<file path="src/rtl/core/ddo_pkg.sv">
// Shared types, constants and tables for the differential drive odometry block.
package ddo_pkg;

	localparam int CORDIC_STEPS_DEF   = 24;
	localparam int POS_FRAC_BITS_DEF  = 16;
	localparam int MUL_W              = 40;
	localparam int TRIG_W             = 34;
	localparam int DYAW_TINY          = 4295;
	localparam int INV_TWO_PI_Q24     = 2670177;
	localparam int CORDIC_GAIN_Q30    = 652032874;
	localparam logic [63:0] MAG_CAP   = 64'h4000_0000_0000_0000;

	typedef enum logic [3:0] {
		ST_IDLE,
		ST_PREP,
		ST_INC,
		ST_ANG,
		ST_COR_A,
		ST_COR_B,
		ST_DIFF,
		ST_MUL_X,
		ST_DIV_X,
		ST_MUL_Y,
		ST_DIV_Y,
		ST_UPD
	} state_t;

	typedef enum logic [1:0] {
		MSEL_INC,
		MSEL_X,
		MSEL_Y
	} msel_t;

	typedef struct packed {
		logic  load;
		logic  mul_start;
		msel_t mul_sel;
		logic  inc_save;
		logic  cor_start;
		logic  cor_now;
		logic  save_a;
		logic  save_b;
		logic  div_start;
		logic  dx_save;
		logic  dy_save;
		logic  update;
	} cmd_t;

	typedef struct packed {
		logic mul_done;
		logic cor_done;
		logic div_done;
		logic tiny;
		logic out_busy;
	} stat_t;

	function automatic logic [31:0] atan_bam(input logic [4:0] idx);
		logic [31:0] r;
		case (idx)
			5'd0:  r = 32'h20000000;
			5'd1:  r = 32'h12E4051E;
			5'd2:  r = 32'h09FB385B;
			5'd3:  r = 32'h051111D4;
			5'd4:  r = 32'h028B0D43;
			5'd5:  r = 32'h0145D7E1;
			5'd6:  r = 32'h00A2F61E;
			5'd7:  r = 32'h00517C55;
			5'd8:  r = 32'h0028BE53;
			5'd9:  r = 32'h00145F2F;
			5'd10: r = 32'h000A2F98;
			5'd11: r = 32'h000517CC;
			5'd12: r = 32'h00028BE6;
			5'd13: r = 32'h000145F3;
			5'd14: r = 32'h0000A2FA;
			5'd15: r = 32'h0000517D;
			5'd16: r = 32'h000028BE;
			5'd17: r = 32'h0000145F;
			5'd18: r = 32'h00000A30;
			5'd19: r = 32'h00000518;
			5'd20: r = 32'h0000028C;
			5'd21: r = 32'h00000146;
			5'd22: r = 32'h000000A3;
			5'd23: r = 32'h00000051;
			5'd24: r = 32'h00000029;
			5'd25: r = 32'h00000014;
			5'd26: r = 32'h0000000A;
			5'd27: r = 32'h00000005;
			5'd28: r = 32'h00000003;
			5'd29: r = 32'h00000001;
			5'd30: r = 32'h00000001;
			default: r = 32'h00000000;
		endcase
		return r;
	endfunction

endpackage

</file>
<file path="src/rtl/core/ddo_ctrl.sv">
// Sequencing state machine for the odometry datapath.
module ddo_ctrl (
	input  logic           clk,
	input  logic           arst_n,
	input  logic           in_valid,
	output logic           in_ready,
	input  ddo_pkg::stat_t stat,
	output ddo_pkg::cmd_t  cmd
);

	ddo_pkg::state_t state_q, state_d;

	always_ff @(posedge clk or negedge arst_n) begin
		if (!arst_n) begin
			state_q <= ddo_pkg::ST_IDLE;
		end else begin
			state_q <= state_d;
		end
	end

	always_comb begin
		state_d  = state_q;
		cmd      = '0;
		cmd.mul_sel = ddo_pkg::MSEL_INC;
		in_ready = 1'b0;
		case (state_q)
			ddo_pkg::ST_IDLE: begin
				in_ready = 1'b1;
				if (in_valid) begin
					cmd.load = 1'b1;
					state_d  = ddo_pkg::ST_PREP;
				end
			end
			ddo_pkg::ST_PREP: begin
				cmd.mul_start = 1'b1;
				cmd.mul_sel   = ddo_pkg::MSEL_INC;
				state_d       = ddo_pkg::ST_INC;
			end
			ddo_pkg::ST_INC: begin
				if (stat.mul_done) begin
					cmd.inc_save = 1'b1;
					state_d      = ddo_pkg::ST_ANG;
				end
			end
			ddo_pkg::ST_ANG: begin
				cmd.cor_start = 1'b1;
				state_d       = ddo_pkg::ST_COR_A;
			end
			ddo_pkg::ST_COR_A: begin
				if (stat.cor_done) begin
					cmd.save_a = 1'b1;
					if (stat.tiny) begin
						state_d = ddo_pkg::ST_DIFF;
					end else begin
						cmd.cor_start = 1'b1;
						cmd.cor_now   = 1'b1;
						state_d       = ddo_pkg::ST_COR_B;
					end
				end
			end
			ddo_pkg::ST_COR_B: begin
				if (stat.cor_done) begin
					cmd.save_b = 1'b1;
					state_d    = ddo_pkg::ST_DIFF;
				end
			end
			ddo_pkg::ST_DIFF: begin
				cmd.mul_start = 1'b1;
				cmd.mul_sel   = ddo_pkg::MSEL_X;
				state_d       = ddo_pkg::ST_MUL_X;
			end
			ddo_pkg::ST_MUL_X: begin
				cmd.mul_sel = ddo_pkg::MSEL_X;
				if (stat.mul_done) begin
					if (stat.tiny) begin
						cmd.dx_save   = 1'b1;
						cmd.mul_start = 1'b1;
						cmd.mul_sel   = ddo_pkg::MSEL_Y;
						state_d       = ddo_pkg::ST_MUL_Y;
					end else begin
						cmd.div_start = 1'b1;
						state_d       = ddo_pkg::ST_DIV_X;
					end
				end
			end
			ddo_pkg::ST_DIV_X: begin
				if (stat.div_done) begin
					cmd.dx_save   = 1'b1;
					cmd.mul_start = 1'b1;
					cmd.mul_sel   = ddo_pkg::MSEL_Y;
					state_d       = ddo_pkg::ST_MUL_Y;
				end
			end
			ddo_pkg::ST_MUL_Y: begin
				cmd.mul_sel = ddo_pkg::MSEL_Y;
				if (stat.mul_done) begin
					if (stat.tiny) begin
						cmd.dy_save = 1'b1;
						state_d     = ddo_pkg::ST_UPD;
					end else begin
						cmd.div_start = 1'b1;
						state_d       = ddo_pkg::ST_DIV_Y;
					end
				end
			end
			ddo_pkg::ST_DIV_Y: begin
				if (stat.div_done) begin
					cmd.dy_save = 1'b1;
					state_d     = ddo_pkg::ST_UPD;
				end
			end
			ddo_pkg::ST_UPD: begin
				if (!stat.out_busy) begin
					cmd.update = 1'b1;
					state_d    = ddo_pkg::ST_IDLE;
				end
			end
			default: begin
				state_d = ddo_pkg::ST_IDLE;
			end
		endcase
	end

endmodule

</file>
<file path="config.mk">
export PLATFORM = sky130hd
export DESIGN_NAME = ddo_ctrl
export DESIGN_NICKNAME = d
export VERILOG_FILES = /design/src/rtl/core/ddo_pkg.sv /design/src/rtl/core/ddo_ctrl.sv
export SDC_FILE = /design/constraint.sdc
export NUM_CORES = 1
export LEC_CHECK = 0
export BUFFER_PORTS_ARGS = -buffer_cell sky130_fd_sc_hd__buf_4
export CAP_MARGIN = 30
export CORE_AREA = 2 2 39 41
export DETAILED_ROUTE_END_ITERATION = 10
export DIE_AREA = 0 0 41 43
export GPL_ROUTABILITY_DRIVEN = 0
export GPL_TIMING_DRIVEN = 0
export PLACE_DENSITY = 0.79
export SLEW_MARGIN = 30
export SYNTH_ARGS = -nofsm -noshare
export SYNTH_HDL_FRONTEND = slang
export SYNTH_SLANG_ARGS = --single-unit
export TNS_END_PERCENT = 100
</file>
<file path="constraint.sdc">
create_clock -name clk -period 1.8 [get_ports clk]
set_input_delay 0.18 -clock clk [delete_from_list [all_inputs] [get_ports clk]]
set_output_delay 0.18 -clock clk [all_outputs]
set_load 0.05 [all_outputs]
</file>
# Word-level counts from Yosys, hierarchy flattened
# Index checks and enable logic that the tools add are counted.
[totals] regBits=4 word_cells=64 output_inout_bits=14 input_bits=8
[op_classes] n_reduce_logical=3 muxes=40 n_eq_ne=20
[ops] operator="$pmux W4 S12" n=1
[ops] operator="$mux W4" n=9
[ops] operator="$ne A2 B2 Y1 const B" n=9
[ops] operator="$eq A4 B3 Y1 const B" n=4
[ops] operator="$eq A4 B4 Y1 const B" n=4
[ops] operator="$mux W1" n=16
[ops] operator="$mux W3" n=4
[ops] operator="$reduce_and A9 Y1" n=1
[ops] operator="$eq A4 B2 Y1 const B" n=2
[ops] operator="$mux W2" n=4
[ops] operator="$pmux W1 S2" n=4
[ops] operator="$pmux W2 S4" n=1
[ops] operator="$eq A4 B1 Y1 const B" n=1
[ops] operator="$logic_not A4 Y1" n=1
[ops] operator="$pmux W1 S3" n=1
[ops] operator="$reduce_or A2 Y1" n=1

# Longest topological paths before layout
# Gate-level depths: netlist of run 1.
[logic_depth] word_depth=3 depth_mapped=6 mapped_depth_nobuf=4

# Least setup slack after synthesis of run 1
# No wires, ideal clock.
[synth_path] path_kind="reg-to-output" from="register state_q[0]" to="output port cmd[12] (netlist bit)" arrival_time_ps=2549 required_time_ps=1620 setup_slack_ps=-929 n_path_buf=1 stages_incl_launch_ff=5 path_cell_list="dfrtp_1 -> clkbuf_1 -> or2_1 -> nor3_1 -> and2_1"
[synth_lines] element="from (decl)" line_no="ddo_ctrl.sv:11" source="ddo_pkg::state_t state_q, state_d;"
[synth_lines] element="from (signal assigned)" line_no="ddo_ctrl.sv:15" source="state_q <= ddo_pkg::ST_IDLE;"
[synth_lines] element="from (signal assigned)" line_no="ddo_ctrl.sv:17" source="state_q <= state_d;"
[synth_lines] element="to (decl)" line_no="ddo_ctrl.sv:8" source="output ddo_pkg::cmd_t cmd"

==> run summary, run 1 <==
For this block, the routed nets add up to 1730 um of wire. Traced cell by cell, the critical path runs through buf_6 > clkbuf_8 > or3_1 > a21oi_2 > buf_6. The initialized floorplan defines 14 standard-cell rows. For this run, the register share of the synthesized area comes to 17.6%.

The logs give 1 for the maximum level of the CTS H-tree and 124 for the count of non-filler cells in the finished layout. The routed layout has 714 vias. TritonCTS built the clock tree.

Summing every instance area after synthesis gives 569 um2. The largest total area in the synthesized netlist belongs to sky130_fd_sc_hd__dfrtp_1. The share of synthesized registers carrying an async set or reset came out at 100%.

The layout filler cell count was 112. The number of register bits inferred by synthesis was 4. Entering global routing, the biggest net connects 11 pins.

Clock-pin slew was measured on the worst setup and hold paths at 0.04 ns. The run gives 0 as the number of warnings reported in the yosys synthesis log. Summed over all nets, the half-perimeter wirelength after detailed placement is 1150 um. The power density over the cells came out at 1980 mW/mm2. The cell that appears most often on the critical path is sky130_fd_sc_hd__buf_6. The worst setup path is launched from a flip-flop. For the final routed database, the setup TNS stands at 0 ns. After detailed routing, the number of vias per cell comes to 5.76. Setup slack closes at 0.00531 ns.

The first global-routing pass estimated 2570 um of wire. Once detail routing completed, the nets flagged for antenna violations numbered 0. For the number of global-route vias before repair, the log shows 605. The tools report the buffer depth of the longest clock path as 2. In the layout the commonest cells are sky130_fd_sc_hd__buf_4, sky130_fd_sc_hd__buf_6, sky130_fd_sc_hd__nand2_1.

The number of search-and-repair iterations in the first detailed-routing pass was 4; the normalized max-slew margin was 75.0%. For this run, the share of the core covered by cells in the final layout is 68.3%. In the finished design, the share of the clock period the worst path needs comes to 99.7%.

Setup repair after global routing could not meet its margin everywhere. For the worst-skew pair, the clock arrives at the later sink with an insertion delay of 0.24 ns. The upper clock frequency limit was 0.557 GHz. The endpoint identified for the worst register-to-register timing path is state_q[1]$_DFFE_PN0P_. Leaving out fill and tap cells, the most frequent cell in the layout is sky130_fd_sc_hd__buf_4. The tools report the number of diodes as 0. The kind of path behind the tightest hold check was in2async. Across the run, the number of max-cap violations was 0. Average size of a mapped cell: 7.21 um2. The floorplan step defined a die boundary enclosing 0.00176 mm2.

The number of flip-flops in the largest register is 4, and the top fanout value on the critical path is 10. The die is 41 um wide. By area the synthesized netlist is led by sky130_fd_sc_hd__dfrtp_1, sky130_fd_sc_hd__nand2_1, sky130_fd_sc_hd__nor2_1.

Once the floorplan was initialized, standard cells occupied 41.1% of the core. The detailed router finished its first iteration with 21 violations. For the finished layout, the period the worst path requires is 1.79 ns.

Setup violations remaining at the end of the flow were counted as 0. The overall track demand over capacity in global routing is 20.7%. Master of the slowest instance on the critical path: sky130_fd_sc_hd__dfrtp_1.

The detailed router put a total of 768 um of wire on met1. The net count after synthesis was 87; the number of clock buffers inserted by TritonCTS was 3. The run gives 79 as the synthesized instance count. The data arrival time at the worst-slack endpoint came out at 1.61 ns. The worst slack after detailed placement came out at -0.00320 ns. The number of enable flip-flop cells after synthesis came out at 0. In this run the clock root is driven by a sky130_fd_sc_hd__clkbuf_4. Setup slack on the worst reg-to-reg path comes out at 0.03 ns. The data required time at the worst endpoint is 1.62 ns. The number of antenna violations at the first check in global routing is 0, and the number of remaining DRC errors is 0. Global routing finished with a remaining overflow of 0. After detailed routing, no signal wire sits above met4. Among all flip-flop cells after synthesis, the most frequent one is sky130_fd_sc_hd__dfrtp_1.

For the final database, setup skew stands at 0.00531 ns. In this run the tool buffered the top-level ports with 20 buffer cells. The number of cells on the worst reg-to-reg path is 5.

The transition time of the tightest slew-check pin is 0.375 ns. Kind of cell adding the most delay to the critical path: buffers and inverters. For the peak ir drop on the vdd network, the log shows 1010 uV. The longest individual stage delay on the worst path is 0.39 ns. Summed over all nets, wire length on met3 after detailed routing comes to 56 um. For this design, the sink count on the clock tree is 4. Count of buffer and inverter cells on the critical path: 3. The most flop-heavy register is state_q. The final routed wire length divided by cell count works out to 13.9 um. The flow ran to the end, and the final reports show no timing, DRC or antenna violations. For the count of final hold-check violations, the log shows 0. The total leakage power was 0.410 nW.

Pin placement for this block handled 22 I/O pins. The logs give 888 um for the detailed route wirelength on metal2 and 39 for the number of different library cells in the post-synthesis netlist. After the last flow step, the layout net total stands at 118.

The area of the placeable core was 0.00138 mm2. Of the post-synthesis cell area, the dominant cell type holds 17.6%. The worst setup path is of the reg2out kind. Measured along the y axis, the die boundary spans 43 um. Area added between synthesis and finish: 65.9%.

In the final layout, the registers with the most flip-flops are state_q x4. The number of slew-limit violations in the final report is 0. In the final layout, the share of cells above drive strength 1 is 52.8%.

The instance count on the critical path came out at 5. The category of the worst setup path capture point was a primary output. Number of cells in the design after placement: 115. The startpoint of the lowest-slack register-to-register path was state_q[0]$_DFFE_PN0P_.
-- cells in the mapped netlist (all sizes together), types with 2 or more instances --
| cell | n |
|---|---|
| inv | 3 |
| nand3 | 3 |
| a211oi | 2 |
| o31ai | 3 |
| or3 | 2 |
| clkbuf | 5 |
| nor3 | 5 |
| a31oi | 2 |
| nand2 | 10 |
| nor2 | 7 |
| o21ai | 2 |
| or4b | 2 |
| nand2b | 3 |
| dfrtp | 4 |
| buf | 3 |
| a21oi | 5 |
-- metrics by stage --
stage               power [W]  hold slack (ns)  area, um2
finish                0.00187            0.287        945
global route          0.00199            0.299        945
CTS                   0.00171            0.279        875
detailed placement    0.00149          -0.0234        790
global placement      0.00148          -0.0249        790
floorplan             0.00121           -0.116        619
-- layout make-up --
cell class | count | area (um2) | share of cell area [%]
clock buffers | 3 | 22.5 | 2.38
plain buffers | 8 | 88.8 | 9.40
inverters | 3 | 11.3 | 1.19
repair buffers | 26 | 216 | 22.9
flip-flops and latches | 4 | 101 | 10.7
well taps | 16 | 20.0 | 2.12
multi-input cells | 64 | 484 | 51.3
-- kinds of logic after synthesis --
| kind of cell | synth area share (%) |
|---|---|
| and+or+nand+nor | 39.8 |
| AOI/OAI and AO/OA | 28.4 |
| muxes | 3.74 |
| buffers and inverters | 10.5 |
| DFF | 17.6 |
-- timing repair --
item	CTS	global route
pin swaps	1	6
resized for setup	13	16
endpoints found under the hold margin	4	0
hold buffers	1	0
setup buffers	2	3
endpoints found under the setup margin	10	8
-- metal layers --
metal / global-route usage, % / vias up
li1: - / 347
met5: 0 / -
met1: 28.6 / 343
met2: 31.3 / 22
met3: 3.14 / 2
met4: 8.00 / 0
-- report_power, final --
part	switching [W]	internal (W)	leakage, nW
sequential	0.0000411	0.000141	0.0468
combinational	0.000916	0.000661	0.350
clock	0.0000373	0.0000746	0.0138
total	0.000995	0.000876	0.410
-- worst max-delay path by stage --
stage,start,end,slack (ns)
2_1_floorplan,state_q[0]$_DFFE_PN0P_,cmd[7],-0.30
3_3_place_gp,state_q[3]$_DFFE_PN0P_,cmd[11],0.01
5_1_grt,state_q[0]$_DFFE_PN0P_,cmd[7],-0.06
6_report,state_q[2]$_DFFE_PN0P_,cmd[7],0.005
3_5_place_dp,state_q[3]$_DFFE_PN0P_,cmd[11],-0.003
4_1_cts,state_q[0]$_DFFE_PN0P_,cmd[7],-0.008
Note: power is estimated with default switching activity, not from simulation.
==> inputs of run 2 (changes only) <==
==> constraint.sdc (replaced) <==
create_clock -name clk -period 1.97 [get_ports clk]
set_input_delay 0.197 -clock clk [delete_from_list [all_inputs] [get_ports clk]]
set_output_delay 0.197 -clock clk [all_outputs]
set_load 0.05 [all_outputs]
==> run 2 against run 1 <==
Net effect: global-route usage is 0.28 points higher; core utilization is 10 points lower; via count is 2.5% lower; first-iteration DRC count is 48% higher; total power is 22% lower; clock skew is 0.0010 ns lower; critical path depth is 1 higher; routed wire length is 11% lower; sequential cell count stayed put; sequential share of layout area is 1.9 points higher; die area stayed put; worst setup slack better by 0.10 ns; critical path type unchanged; highest routed layer unchanged.
==> run summary, run 2 (synthesis results as in run 1) <==
The run finished with clean final reports. Across the run, the number of max-cap violations was 0. The master of the slowest instance on the critical path is sky130_fd_sc_hd__dfrtp_2. The number of diodes was 0; the top fanout value on the critical path was 10. The number of global-route vias before repair came out at 566.

The number of nets in the finished design came out at 111. Relative to the synthesized area, the layout overhead comes to 41.3%. After the first detailed-routing iteration, the DRC count stood at 31. TritonCTS built the clock tree. The overall track demand over capacity in global routing is 21.0%. Most flop-heavy register: state_q.

Across the VDD grid, the largest voltage drop is 922 uV. Derived from the worst setup path, the maximum achievable clock frequency is 0.537 GHz. Data on the critical path arrives at its endpoint at 1.66 ns.

Entering global routing, the biggest net connects 20 pins. The critical path goes through clkbuf_4 > or2_4 > nor2_1 > nand3_1 > a21oi_2 > buf_6. The initialized floorplan defines 14 standard-cell rows. The most common library cell in the layout ignoring fill and taps is sky130_fd_sc_hd__buf_4. Counting the fill cells in the layout gives 136. The run gives 72.3% as the normalized max-slew margin. The wire-length estimate of the detail-placed layout is 1150 um.

Input and output buffers added on the ports amount to 20. Layout cell share with drive strength beyond 1: 42.6%. The placed instances occupy a cell area of 767 um2. The critical path in this run is classified as reg2out. The analysis attributes to cell leakage a power of 0.355 nW. Setup slack on the critical path of the routed design comes to 0.108 ns. In the layout the commonest cells are sky130_fd_sc_hd__buf_4, sky130_fd_sc_hd__nand2_1, sky130_fd_sc_hd__nor2_1.

The initial utilization of the core area, before any placement, comes to 41.1%. Maximum level of the CTS H-tree: 1. Setup violations remaining at the end of the flow were counted as 0. After routing, the total negative slack on setup checks comes to 0 ns. Register clock-pin slew on the reported worst setup and hold paths: 0.04 ns.

In this run, CTS created clock tree buffers numbering 3. The worst setup path is captured at a primary output. Number of remaining DRC errors: 0.

The largest clock skew in the final design is 0.00428 ns, and the worst slack after detailed placement is 0.154 ns. In this design, the stage delay of the slowest critical-path cell is 0.43 ns. In this run the horizontal extent of the chip is 41 um.

The count of final hold-check violations is 0, and the number of buffers inserted by post-CTS setup repair is 0. Dividing the detail-routed wire length by the instance count gives 13.2 um. Counting I/O delays and the setup requirement, the final critical path takes 1.86 ns. Setup repair after global routing left no endpoint under its margin. The tools report the count of nets left with antenna violations after detail routing as 0. The path class of the tightest hold or removal check is in2async. Summing all non-filler instances in the final layout gives an area of 805 um2.

The floorplan step set the die height to 43 um. For the worst flop-to-flop path, the logic depth is 5. The tree built by TritonCTS fans out to 4 sinks. The fraction of the cycle the final worst path needs is 94.5%.

The logs give 0.00138 mm2 for the area of the placeable core and 1.77 ns for the data required time at the worst endpoint. The number of antenna violations at the first check in global routing was 0; the number of flip-flops in the largest register was 4. Pin placement for this block handled 22 I/O pins.

In this run the register-to-register setup slack is 0.19 ns. The area enclosed by the die boundary was 0.00176 mm2; the global-route wire length before repair was 2540 um. Cells fill 58.1% of the core in the end. The startpoint type of the worst setup path is a flip-flop. The total number of vias was 696. The buffer type at the clock tree root was sky130_fd_sc_hd__clkbuf_4. The logs give 5 for the number of search-and-repair iterations in the first detailed-routing pass and 0 for the number of slew-limit violations in the final report.

The final wirelength came out at 1550 um. After global routing the overflow that remains totals 0. Using the TritonRoute via totals, the vias-per-cell ratio works out to 5.95. At the pin with the least slew margin, the transition time is 0.415 ns. For the worst-skew pair, the clock arrives at the later sink with an insertion delay of 0.23 ns.

The largest registers in the layout are state_q x4. The tools report the buffer depth of the longest clock path as 2. Dividing total power by cell area gives a power density of 1820 mW/mm2.
==> run 2: final cells by class <==
cell class | count | area, um2 | share of cell area (%)
inverters | 3 | 11.3 | 1.40
well taps | 16 | 20.0 | 2.49
flip-flops and latches | 4 | 101 | 12.6
multi-input cells | 64 | 439 | 54.6
repair buffers | 21 | 164 | 20.4
clock buffers | 3 | 22.5 | 2.80
plain buffers | 6 | 46.3 | 5.75
==> run 2: routing by layer <==
| layer | part of all wire (%) | GRT usage, % | vias up | wire length, um |
|---|---|---|---|---|
| li1 | - | - | 339 | - |
| met1 | 45 | 30.7 | 320 | 690 |
| met2 | 48 | 29.1 | 35 | 748 |
| met3 | 5.9 | 4.71 | 2 | 91 |
| met4 | 0.97 | 8.00 | 0 | 15 |
| met5 | 0 | 0 | - | 0 |
==> run 2: worst paths after layout <==
path	from	endpoint
max in group asynchronous	arst_n	state_q[0]$_DFFE_PN0P_
max	state_q[0]$_DFFE_PN0P_	cmd[7]
min in group clk	stat[0]	state_q[3]$_DFFE_PN0P_
max reg2reg	state_q[2]$_DFFE_PN0P_	state_q[1]$_DFFE_PN0P_
min	arst_n	state_q[3]$_DFFE_PN0P_
min reg2reg	state_q[3]$_DFFE_PN0P_	state_q[3]$_DFFE_PN0P_
==> run 2: worst max-delay path, delay by kind of cell, from the launching register on <==
| family | cells | cell delay [ns] |
|---|---|---|
| compound gates | 1 | 0.16 |
| flops | 1 | 0.43 |
| buf+inv | 2 | 0.37 |
| simple gates | 3 | 0.48 |
==> run 2: where the power goes <==
part / internal [W] / switching, W
combinational: 0.000440 / 0.000759
sequential: 0.000129 / 0.0000358
clock: 0.0000680 / 0.0000317
total: 0.000637 / 0.000826
==> run 2: stage by stage <==
stage | hold WS, ns | cells | power, W
global route | 0.302 | 117 | 0.00156
CTS | 0.293 | 118 | 0.00145
detailed placement | -0.00733 | 115 | 0.00134
global placement | -0.00820 | 115 | 0.00132
finish | 0.296 | 117 | 0.00146
floorplan | -0.0986 | 79 | 0.00107
==> run 2: timing repair <==
item                                    4_1_cts  5_1_grt
resized for setup                             2        5
pin swaps                                     0        0
endpoints found under the setup margin        2        6
hold buffers                                  1        0
hold endpoints to repair                      4        0
